===== src/hw/rtl/sbt_pkg.sv =====
`timescale 1ns / 1ps

package sbt_pkg;

    localparam int NODE_COUNT = 64;
    localparam int CHUNK_BITS = 128;
    localparam int ADDR_W     = 64;
    localparam int POS_W      = $clog2(CHUNK_BITS);
    localparam int TAG_W      = ADDR_W - POS_W;

    localparam logic [1:0] CMD_SET   = 2'd0;
    localparam logic [1:0] CMD_TEST  = 2'd1;
    localparam logic [1:0] CMD_CLEAR = 2'd2;

    typedef struct packed {
        logic [1:0]        cmd;
        logic [ADDR_W-1:0] bit_number;
    } in_word_t;

    typedef struct packed {
        logic status;
        logic bit_value;
    } out_word_t;

    // operation as broadcast to every cell
    typedef struct packed {
        logic [1:0]       cmd;
        logic [TAG_W-1:0] tag;
        logic [POS_W-1:0] pos;
    } op_t;

    // phase and global lookup result driven to every cell
    typedef struct packed {
        logic lookup;
        logic update;
        logic hit;
    } cell_ctl_t;

    // per-cell status back to the controller
    typedef struct packed {
        logic match;
        logic alloc;
        logic rd_bit;
    } cell_stat_t;

    typedef enum logic [1:0] {
        ST_IDLE,
        ST_LOOKUP,
        ST_UPDATE
    } state_t;

endpackage


===== src/hw/rtl/sbt_cell.sv =====
`timescale 1ns / 1ps

module sbt_cell (
    input  logic               clk,
    input  logic               rst_n,
    input  sbt_pkg::op_t       op,
    input  sbt_pkg::cell_ctl_t ctl,
    input  logic               free_in,
    output logic               free_out,
    output sbt_pkg::cell_stat_t stat
);
    import sbt_pkg::*;

    logic                  valid_reg, valid_next;
    logic                  match_reg, match_next;
    logic                  alloc_reg, alloc_next;
    logic [TAG_W-1:0]      tag_reg, tag_next;
    logic [CHUNK_BITS-1:0] chunk_reg, chunk_next;
    logic [CHUNK_BITS-1:0] mask;
    logic [CHUNK_BITS-1:0] cleared;

    // free-node prefix: high once this or any lower-numbered cell is free
    assign free_out = free_in | ~valid_reg;

    assign mask    = CHUNK_BITS'(1) << op.pos;
    assign cleared = chunk_reg & ~mask;

    always_comb
    begin
        valid_next = valid_reg;
        match_next = match_reg;
        alloc_next = alloc_reg;
        tag_next   = tag_reg;
        chunk_next = chunk_reg;
        if (ctl.lookup)
        begin
            match_next = valid_reg && (tag_reg == op.tag);
            alloc_next = ~valid_reg & ~free_in;
        end
        if (ctl.update)
        begin
            case (op.cmd)
                CMD_SET:
                begin
                    if (match_reg)
                    begin
                        chunk_next = chunk_reg | mask;
                    end
                    else if (!ctl.hit && alloc_reg)
                    begin
                        valid_next = 1'b1;
                        tag_next   = op.tag;
                        chunk_next = mask;
                    end
                end
                CMD_CLEAR:
                begin
                    if (match_reg)
                    begin
                        chunk_next = cleared;
                        if (cleared == '0)
                        begin
                            valid_next = 1'b0;
                        end
                    end
                end
                default:
                begin
                end
            endcase
        end
    end

    always_ff @(posedge clk or negedge rst_n)
    begin
        if (!rst_n)
        begin
            valid_reg <= 1'b0;
            match_reg <= 1'b0;
            alloc_reg <= 1'b0;
        end
        else
        begin
            valid_reg <= valid_next;
            match_reg <= match_next;
            alloc_reg <= alloc_next;
        end
    end

    always_ff @(posedge clk)
    begin
        tag_reg   <= tag_next;
        chunk_reg <= chunk_next;
    end

    assign stat.match  = match_reg;
    assign stat.alloc  = alloc_reg;
    assign stat.rd_bit = match_reg & chunk_reg[op.pos];

endmodule


===== config.mk =====
export PLATFORM = sky130hd
export DESIGN_NAME = sbt_cell
export DESIGN_NICKNAME = d
export VERILOG_FILES = /design/src/hw/rtl/sbt_pkg.sv /design/src/hw/rtl/sbt_cell.sv
export SDC_FILE = /design/constraint.sdc
export NUM_CORES = 1
export LEC_CHECK = 0
export BUFFER_PORTS_ARGS = -buffer_cell sky130_fd_sc_hd__buf_4
export CAP_MARGIN = 15
export CELL_PAD_IN_SITES_DETAIL_PLACEMENT = 0
export CELL_PAD_IN_SITES_GLOBAL_PLACEMENT = 1
export CORE_ASPECT_RATIO = 0.75
export CORE_UTILIZATION = 33
export DETAILED_ROUTE_END_ITERATION = 7
export GPL_TIMING_DRIVEN = 0
export PLACE_DENSITY_LB_ADDON = 0.1
export SYNTH_ARGS = -nofsm -noshare
export SYNTH_HDL_FRONTEND = slang
export SYNTH_SLANG_ARGS = --single-unit

===== constraint.sdc =====
create_clock -name clk -period 9 [get_ports clk]
set_input_delay 0.9 -clock clk [delete_from_list [all_inputs] [get_ports clk]]
set_output_delay 0.9 -clock clk [all_outputs]
set_load 0.005 [all_outputs]

==> results of run 1 <==
[area by class of cell]
type                            instances  share of cell area (%)
Timing Repair Buffer                   84                   6.377
Tap cell                              385                   4.183
Clock buffer                           17                   3.694
Inverter                               10                  0.3259
Clock inverter                         15                   1.282
Buffer                                 61                   2.379
Multi-Input combinational cell        502                   32.87
Sequential cell                       188                   48.89
[worst min-delay path by stage]
stage,end,slack [ns],depth (start not counted)
2_1_floorplan,alloc_reg,0.50,1
3_3_place_gp,alloc_reg,0.52,1
3_5_place_dp,alloc_reg,0.54,1
4_1_cts,alloc_reg,0.22,1
5_1_grt,alloc_reg,0.21,1
6_report,alloc_reg,0.24,1
[critical path, cell delays in order]
cell,delay [ns]
sky130_fd_sc_hd__buf_4,0.08
sky130_fd_sc_hd__buf_2,0.27
sky130_fd_sc_hd__buf_2,0.45
sky130_fd_sc_hd__clkbuf_1,0.80
sky130_fd_sc_hd__mux4_2,0.44
sky130_fd_sc_hd__mux2i_1,0.22
sky130_fd_sc_hd__nor4b_1,0.09
sky130_fd_sc_hd__a2111oi_1,0.40
sky130_fd_sc_hd__nand3_1,0.22
sky130_fd_sc_hd__and3_1,0.27
sky130_fd_sc_hd__buf_4,0.15
[stage by stage]
step	util, %	area (sq um)	instances	hold slack, ns	setup TNS (ns)
after floorplan	-	9712	761	0.5044	0
after global placement	37.81	10760	1221	0.5204	-250.10
after detailed placement	38.47	10940	1230	0.5389	0
after CTS	40.48	11520	1262	0.2193	0
after global routing	40.48	11520	1262	0.2145	0
final	40.48	11520	1262	0.2369	0
[cell usage after synthesis (4+ instances only)]
master / count
sky130_fd_sc_hd__o21ai_0: 127
sky130_fd_sc_hd__nand2_1: 19
sky130_fd_sc_hd__nand4bb_1: 6
sky130_fd_sc_hd__nor4_1: 14
sky130_fd_sc_hd__nand4_1: 42
sky130_fd_sc_hd__edfxtp_1: 185
sky130_fd_sc_hd__clkbuf_1: 43
sky130_fd_sc_hd__mux4_2: 36
sky130_fd_sc_hd__nand3_1: 14
sky130_fd_sc_hd__xnor2_1: 17
sky130_fd_sc_hd__inv_1: 10
sky130_fd_sc_hd__nand3b_1: 5
sky130_fd_sc_hd__nor2b_1: 8
sky130_fd_sc_hd__nor2_1: 10
sky130_fd_sc_hd__xor2_1: 31
sky130_fd_sc_hd__nand4b_1: 4
sky130_fd_sc_hd__o22ai_1: 132
sky130_fd_sc_hd__buf_2: 11
[report_power, final]
part / internal [W] / switching, W
clock: 0.000409 / 0.000362
sequential: 0.000972 / 0.00000682
combinational: 0.0000797 / 0.000128
[logic make-up (layout without fill, tap and decap cells)]
family                    count (synthesis)  in the layout  share of synthesized area, %
buffers and inverters                    71            187                         3.208
DFF                                     188            188                         57.97
muxes                                    43             43                         9.585
xor gates and xnor gates                 48             48                         4.329
and+or+nand+nor                         140            140                         8.864
AOI/OAI and AO/OA                       271            271                         16.04
[routing by layer]
layer	vias to the layer above	part of all wire [%]	wire (um)
met5	-	0	0
met4	0	2.5	983
met3	57	15	5785
met2	637	40	15280
met1	4195	43	16510
li1	3376	-	-
==> metrics.yaml, run 1 <==
run_status:
  result_of_the_run: "complete, no violations"
layout:
  drive_gt1_share_pct: 19.04
  layout_commonest_cell: "sky130_fd_sc_hd__edfxtp_1"
  register_cell_area_after_layout_sq_um: 5630
  antenna-diode-count: 0
  finalNetCount: 936
  layout_common_cells: "sky130_fd_sc_hd__edfxtp_1, sky130_fd_sc_hd__o22ai_1, sky130_fd_sc_hd__o21ai_0, sky130_fd_sc_hd__buf_4, sky130_fd_sc_hd__clkbuf_1"
  multi_input_comb_area_sq_um: 3786
  area_growth_syn_to_layout_pct: 18.59
  fill_cells: 2716
  number_of_flip_flops_under_the_largest_register_name: 128
synth:
  synth_warnings: 0
  ys_seq_elements: 188
  number_of_instances_in_the_synthesized_netlist: 761
  ys_async_sr_fraction_pct: 1.596
  synth_top_flop_cell: "sky130_fd_sc_hd__edfxtp_1"
  netlist.top_cell.by_area: "sky130_fd_sc_hd__edfxtp_1"
  synth.avg_cell_area_sq_um: 12.76
  synth_area_sq_um: 9712
  top_post_synthesis_cells_by_area: "sky130_fd_sc_hd__edfxtp_1, sky130_fd_sc_hd__o22ai_1, sky130_fd_sc_hd__mux4_2"
  seq_area_frac_synth_pct: 57.97
  synth_top_area_share_pct: 57.20
  synthesis.nets: 833
  synth-edff-count: 185
  post_synth_num_cell_types: 45
grt:
  first_global_vias: 7948
  total_global_routing_track_utilization_pct: 26.04
  grt_util_met3_pct: 12.41
  grt.busiest_layer: "met1"
  grt.overflow.total: 0
  grt_use_met1_pct: 37.50
  grt_first_pass_wirelength_um: 54680
  antenna_found_initial: 0
  grt_max_degree: 30
  routing_usage_on_met2_pct: 33.58
floorplan:
  floorplan.die.width_um: 200.1
  io_pins: 76
  die_outline_area_sq_um: 30130
  std_cell_rows: 53
  initial_utilization_pct: 34.14
  chipHeight_um: 150.6
  placeableCoreArea_sq_um: 28450
route:
  drt_pass1_iterations: 6
  drt-wirelength-per-cell_um: 30.55
  wl_um: 38550
  drcViolationCount: 0
  via_count: 8265
  drt-vias-per-instance: 6.549
  detail_route.iter0.violations: 1240
  detail-route-antenna-nets: 0
cts:
  clock_sinks: 188
  clk_root_buffer_cell: "sky130_fd_sc_hd__clkbuf_16"
  cts.path.max_buffers: 2
  cts_tree: "built"
  worst_setup_hold_path_clk_slew_ns: 0.07
  cts_max_level: 4
  cts_hold_buf: 0
  numCtsBuffers: 17
  clk-insertion-delay-late_ns: 0.45
  post_cts.resized_instances: 0
  postCtsSetupBuffers: 0
setup_path:
  end_kind: "primary output"
  worstSetupEndpoint: "stat[0]"
  critical_path_arrival_ns: 4.31
  critical_path_class: "in -> out"
  reg2reg_setup_slack_ns: 6.40
  timing.critical_path.from: "op[1]"
  required_ns: 8.10
  largest_fanout_of_any_net_on_the_critical_path: 10
  critical_path.startpoint_type: "primary input"
  worst_r2r_endpoint: "valid_reg"
  timing.rr.start: "chunk_reg[65]"
  timing.reg2reg.worst_path_depth: 5
placement:
  dp_slack_ns: 3.935
  place_hpwl_um: 27970
  io_buffer_count: 75
  routabilityCongestion: 0.9220
sta:
  layout_min_cycle_time_ns: 5.207
  worst_clock_skew_ns: 0.009901
  max_slew_margin_pct: 23.79
  timing.final.hold_violations: 0
  timing_max_transition_violations_final: 0
  final_critical_path_setup_slack_ns: 3.793
  worst_pin_slew_ns: 1.131
  rsz0062_at_grt: "no"
  max_clock_freq_mhz: 192.1
  fraction_of_the_cycle_the_final_worst_path_needs_pct: 57.86
  setup-violations-final: 0
pwr:
  ir_worst_vdd_uv: 138.9
  areal_power_density_over_the_cells_nw_per_um2: 170.0
  leakagePower_nw: 3.497
  power.total_w: 0.001958
hold_path:
  timing.hold.worst.class: "in -> async"
flow_run:
  cap_viol_max_count: 0
(Power assumes the default switching activity.)
==> inputs of run 2 (changes only) <==
Clock period 9 ns to 5.34 ns, I/O delays scaled along.
==> run 2 against run 1 <==
Net effect: worst hold slack gained 0.037 ns; combinational power grew 68%; highest routed layer unchanged; design area grew 0.48%; largest cell class unchanged; critical path type unchanged; critical endpoint unchanged; via count shrank 2.2%; largest power group unchanged; routed wire length shrank 2.1%; clock skew shrank 0.0024 ns; sequential cell count is the same; die area is the same.
==> metrics.yaml, run 2 (synthesis gave the netlist of run 1 again) <==
run_status:
  result_of_the_run: "complete, no violations"
sta:
  max_slew_margin_pct: 17.85
  timing.final.hold_violations: 0
  max_clock_freq_mhz: 223.1
  worst_pin_slew_ns: 1.219
  worst_clock_skew_ns: 0.007480
  rsz0062_at_grt: "no"
  layout_min_cycle_time_ns: 4.482
  setup-violations-final: 0
  timing_max_transition_violations_final: 0
  fraction_of_the_cycle_the_final_worst_path_needs_pct: 83.94
route:
  drt-vias-per-instance: 6.398
  via_count: 8081
  detail-route-antenna-nets: 0
  drcViolationCount: 0
  drt-wirelength-per-cell_um: 29.88
  wl_um: 37740
  drt_pass1_iterations: 8
  detail_route.iter0.violations: 1146
pwr:
  areal_power_density_over_the_cells_nw_per_um2: 290.5
  ir_worst_vdd_uv: 220.9
  leakagePower_nw: 3.533
  power.total_w: 0.003362
setup_path:
  critical_path.startpoint_type: "primary input"
  largest_fanout_of_any_net_on_the_critical_path: 10
  critical-path-max-stage-delay_ns: 0.86
  critical_path_class: "in -> out"
  cpMaxStageDelayCell: "sky130_fd_sc_hd__clkbuf_1"
  worstPathCellList: "buf_4 -> buf_2 -> buf_2 -> clkbuf_1 -> mux4_2 -> mux4_2 -> nand3b_1 -> o2111ai_1 -> and3_1 -> buf_4"
  required_ns: 4.81
  critical_path_arrival_ns: 3.95
  timing.reg2reg.worst_path_depth: 5
  worst_r2r_endpoint: "valid_reg"
  reg2reg_setup_slack_ns: 2.68
  timing.rr.start: "chunk_reg[65]"
  end_kind: "primary output"
cts:
  clock_sinks: 188
  postCtsSetupBuffers: 0
  worst_setup_hold_path_clk_slew_ns: 0.07
  clk-insertion-delay-late_ns: 0.45
  cts_max_level: 4
  cts_tree: "built"
  cts_hold_buf: 1
  numCtsBuffers: 17
  post_cts.resized_instances: 0
  cts.path.max_buffers: 2
  clk_root_buffer_cell: "sky130_fd_sc_hd__clkbuf_16"
layout:
  area_growth_syn_to_layout_pct: 19.16
  number_of_flip_flops_under_the_largest_register_name: 128
  layout_commonest_cell: "sky130_fd_sc_hd__edfxtp_1"
  drive_gt1_share_pct: 19.36
  finalNetCount: 937
  final_cell_area_sq_um: 11570
  antenna-diode-count: 0
  fill_cells: 2686
  layout_common_cells: "sky130_fd_sc_hd__edfxtp_1, sky130_fd_sc_hd__o22ai_1, sky130_fd_sc_hd__o21ai_0, sky130_fd_sc_hd__buf_4, sky130_fd_sc_hd__clkbuf_1"
placement:
  io_buffer_count: 75
  routabilityCongestion: 0.8946
  place_hpwl_um: 27680
  instance_area_after_placement_sq_um: 10950
floorplan:
  io_pins: 76
  initial_utilization_pct: 34.14
  placeableCoreArea_sq_um: 28450
  std_cell_rows: 53
  floorplan.die.width_um: 200.1
  die_outline_area_sq_um: 30130
  chipHeight_um: 150.6
grt:
  antenna_found_initial: 0
  grt_max_degree: 29
  grt_first_pass_wirelength_um: 53780
  first_global_vias: 7863
  grt.overflow.total: 0
  total_global_routing_track_utilization_pct: 25.70
hold_path:
  holdCritStartpoint: "op[31]"
  destination_of_the_worst_hold_path: "tag_reg[24]"
  timing.hold.worst.class: "in -> reg"
  hold_depth: 1
flow_run:
  cap_viol_max_count: 0
[run 2: routing by layer]
layer,global-route usage [%],part of all wire [%],vias to the layer above
met1,36.78,43,4062
met5,0.1684,0,-
met4,6.489,1.5,0
met3,13.04,15,47
li1,-,-,3379
met2,33.63,41,593
[run 2: area by class of cell]
class                   instances  area, sq um  share of cell area [%]
inverters                      10        37.54                  0.3244
clock buffers                  17        425.4                   3.676
clock inverters                15        185.2                   1.600
flip-flops and latches        188         5630                   48.65
repair buffers                 85        752.0                   6.498
multi-input cells             502         3786                   32.72
plain buffers                  61        274.0                   2.368
well taps                     385        481.7                   4.163
[run 2: worst max-delay path, delay by kind of cell]
kind | cells | cell delay [ns]
compound gates | 1 | 0.29
buf+inv | 5 | 1.75
mux | 2 | 0.97
simple gates | 2 | 0.41
[run 2: how the worst max path moves through the flow]
| stage | start | to | slack, ns | depth (start not counted) |
|---|---|---|---|---|
| floorplan | op[65] | valid_reg | 0.0007 | 4 |
| global placement | op[65] | valid_reg | -1.68 | 5 |
| detailed placement | op[1] | valid_reg | 0.99 | 9 |
| CTS | op[1] | stat[0] | 1.04 | 10 |
| global route | op[1] | stat[0] | 0.83 | 10 |
| finish | op[1] | stat[0] | 0.86 | 10 |
[run 2: where the power goes]
group / internal [W] / total, W / switching, W
Clock: 0.000746 / 0.00136 / 0.000616
Combinational: 0.000135 / 0.000350 / 0.000215
Sequential: 0.00164 / 0.00165 / 0.0000112
[run 2: through the flow]
step | setup TNS (ns) | instances | setup WS (ns) | hold WS [ns] | utilization [%]
floorplan | 0 | 761 | 0.0006741 | 0.2384 | -
global placement | -230.07 | 1221 | -1.676 | 0.3235 | 37.82
detailed placement | 0 | 1230 | 0.9895 | 0.3255 | 38.50
CTS | 0 | 1263 | 1.041 | 0.2575 | 40.68
global route | 0 | 1263 | 0.8293 | 0.2557 | 40.68
finish | 0 | 1263 | 0.8578 | 0.2742 | 40.68
==> inputs of run 3 (changes only) <==
Settings changed: ABC_AREA from default to 1.
Clock period 5.34 ns to 4.2 ns, I/O delays scaled along.
==> run 3 against run 2 <==
Net effect: cell count grew 37%; first-iteration DRC count is 0.44% lower; critical path depth rose by 2; die area rose by 8.1%; register-to-register slack worse by 0.84 ns; count of clock-buffer cells in the layout is the same; power up 30%; sequential power up 30%; worst setup slack worse by 0.19 ns; clock power increased by 23%.
==> metrics.yaml, run 3 <==
run_status:
  result_of_the_run: "complete, no violations"
placement:
  routabilityCongestion: 0.9658
  io_buffer_count: 73
  place_hpwl_um: 29570
  instance_area_after_placement_sq_um: 11680
  placedCellCount: 1697
setup_path:
  critical_path_buf_inv_count: 5
  critical-path-max-stage-delay_ns: 0.65
  cpMaxStageDelayCell: "sky130_fd_sc_hd__clkbuf_1"
  worstPathCellList: "buf_4 -> buf_2 -> clkbuf_1 -> clkbuf_1 -> nand3_1 -> o211ai_1 -> o211ai_1 -> nand3_1 -> nand2_1 -> nor2_1 -> nor2_1 -> buf_4"
  critical_path_arrival_ns: 3.11
  end_kind: "primary output"
  critical_path.startpoint_type: "primary input"
  critical_path_class: "in -> out"
  required_ns: 3.78
  critical-path-top-delay-family: "buffers and inverters"
  largest_fanout_of_any_net_on_the_critical_path: 10
layout:
  finalNetCount: 1383
  area_growth_syn_to_layout_pct: 16.72
  fin_cells: 1730
  layout_common_cells: "sky130_fd_sc_hd__nand2_1, sky130_fd_sc_hd__edfxtp_1, sky130_fd_sc_hd__o22ai_1, sky130_fd_sc_hd__nand4_1, sky130_fd_sc_hd__nor2_1"
  number_of_flip_flops_under_the_largest_register_name: 128
  drive_gt1_share_pct: 10.27
  final_cell_area_sq_um: 12270
  antenna-diode-count: 0
  layout_commonest_cell: "sky130_fd_sc_hd__nand2_1"
synth:
  synthesis.nets: 1285
  synth-edff-count: 185
  synth_simple_gate_area_share_pct: 27.06
  number_of_instances_in_the_synthesized_netlist: 1213
  ys_seq_elements: 188
  post_synth_num_cell_types: 33
  synth_top_area_share_pct: 52.84
  synth.avg_cell_area_sq_um: 8.667
  post_synth_most_frequent_cells: "sky130_fd_sc_hd__nand2_1, sky130_fd_sc_hd__edfxtp_1, sky130_fd_sc_hd__o22ai_1"
  seq_area_frac_synth_pct: 53.56
  netlist.top_cell.by_area: "sky130_fd_sc_hd__edfxtp_1"
  synth_top_family_by_area: "simple AND/OR/NAND/NOR gates"
  synth_area_in_compound_gates_pct: 12.43
  synth_warnings: 0
  ys_async_sr_fraction_pct: 1.596
  synth_xor_xnor_area_share_pct: 1.750
  synth_area_sq_um: 10510
  synthAdderAreaFrac_pct: 0
  yosysMostFrequentCell: "sky130_fd_sc_hd__nand2_1"
  top_post_synthesis_cells_by_area: "sky130_fd_sc_hd__edfxtp_1, sky130_fd_sc_hd__nand2_1, sky130_fd_sc_hd__o22ai_1"
  synth_top_flop_cell: "sky130_fd_sc_hd__edfxtp_1"
  mux_share_of_post_synthesis_cell_area_pct: 0
sta:
  max_slew_margin_pct: 11.56
  max_clock_freq_mhz: 283.0
  fin_setup_tns_ns: 0
  final.hold.worst_slack_ns: 0.1394
  rsz0062_at_grt: "no"
  fraction_of_the_cycle_the_final_worst_path_needs_pct: 84.15
  timing.final.hold_violations: 0
  worst_clock_skew_ns: 0.01552
  layout_min_cycle_time_ns: 3.534
  worst_pin_slew_ns: 1.322
  setup-violations-final: 0
  timing_max_transition_violations_final: 0
pwr:
  areal_power_density_over_the_cells_nw_per_um2: 356.0
  leakagePower_nw: 4.446
  ir_worst_vdd_uv: 256.9
floorplan:
  initial_utilization_pct: 33.57
  die_outline_area_sq_um: 32580
  chipHeight_um: 156.6
  io_pins: 76
  placeableCoreArea_sq_um: 31320
  floorplan.die.width_um: 208.1
  std_cell_rows: 56
grt:
  first_global_vias: 9298
  antenna_found_initial: 1
  grt_max_degree: 32
  total_global_routing_track_utilization_pct: 25.53
  grt.overflow.total: 0
  grt_first_pass_wirelength_um: 60060
cts:
  cts.path.max_buffers: 2
  clock_sinks: 188
  numCtsBuffers: 17
  clk_root_buffer_cell: "sky130_fd_sc_hd__clkbuf_16"
  clk-insertion-delay-late_ns: 0.47
  postCtsSetupBuffers: 0
  cts_tree: "built"
  worst_setup_hold_path_clk_slew_ns: 0.08
  cts_max_level: 4
flow_run:
  cap_viol_max_count: 0
route:
  detail-route-antenna-nets: 0
  drt-vias-per-instance: 5.759
  detail_route.iter0.violations: 1141
  drt_pass1_iterations: 6
  via_count: 9963
  drcViolationCount: 0
  drt-wirelength-per-cell_um: 23.87
  wl_um: 41290
hold_path:
  timing.hold.worst.class: "in -> reg"
run 3: final cells by class:
type | count | area [sq um]
buffer | 88 | 355.3
clock buffer | 17 | 425.4
clock inverter | 15 | 158.9
fill | 3220 | 19050
inverter | 51 | 191.4
multi-input combinational | 886 | 4343
sequential | 188 | 5630
tap | 406 | 508.0
timing repair buffer | 79 | 658.1
run 3: worst paths after layout:
| kind | from | end | slack (ns) | cells past startpoint |
|---|---|---|---|---|
| max | op[2] | stat[0] | 0.67 | 12 |
| min reg2reg | valid_reg | valid_reg | 0.55 | 2 |
| max reg2reg | match_reg | chunk_reg[48] | 1.84 | 4 |
| max in group asynchronous | rst_n | valid_reg | 3.82 | 2 |
| min in group asynchronous | rst_n | alloc_reg | 0.29 | 2 |
| min | op[14] | tag_reg[7] | 0.14 | 1 |
run 3: repair_timing:
action                     4_1_cts  5_1_grt
hold buffers                     1        0
gates resized for setup          0        0
hold endpoints to repair         3        0
setup endpoints to repair        0        0
run 3: cells by family after synthesis:
family          Yosys count
buf+inv                 139
compound gates          205
flops                   188
xor+xnor                 21
simple gates            660
run 3: per-layer routing:
| layer | global-route usage, % | vias to the layer above | routed length [um] |
|---|---|---|---|
| met5 | 1.199 | - | 52 |
| met4 | 8.148 | 2 | 1020 |
| met3 | 8.027 | 73 | 4323 |
| met2 | 35.04 | 460 | 16620 |
| met1 | 37.41 | 4801 | 19270 |
| li1 | - | 4627 | - |
run 3: metrics by stage:
step | worst slack [ns] | utilization (%) | power, W
after global placement | -0.2142 | 36.96 | 0.002719
after global routing | 0.6060 | 39.18 | 0.004511
after CTS | 0.7230 | 39.18 | 0.004394
final | 0.6659 | 39.18 | 0.004368
after floorplan | 1.077 | - | 0.002481
after detailed placement | 0.7349 | 37.28 | 0.002725
run 3: power breakdown:
group / switching [W] / internal [W]
Combinational: 0.000376 / 0.000167
Clock: 0.000831 / 0.000840
Sequential: 0.0000307 / 0.00212
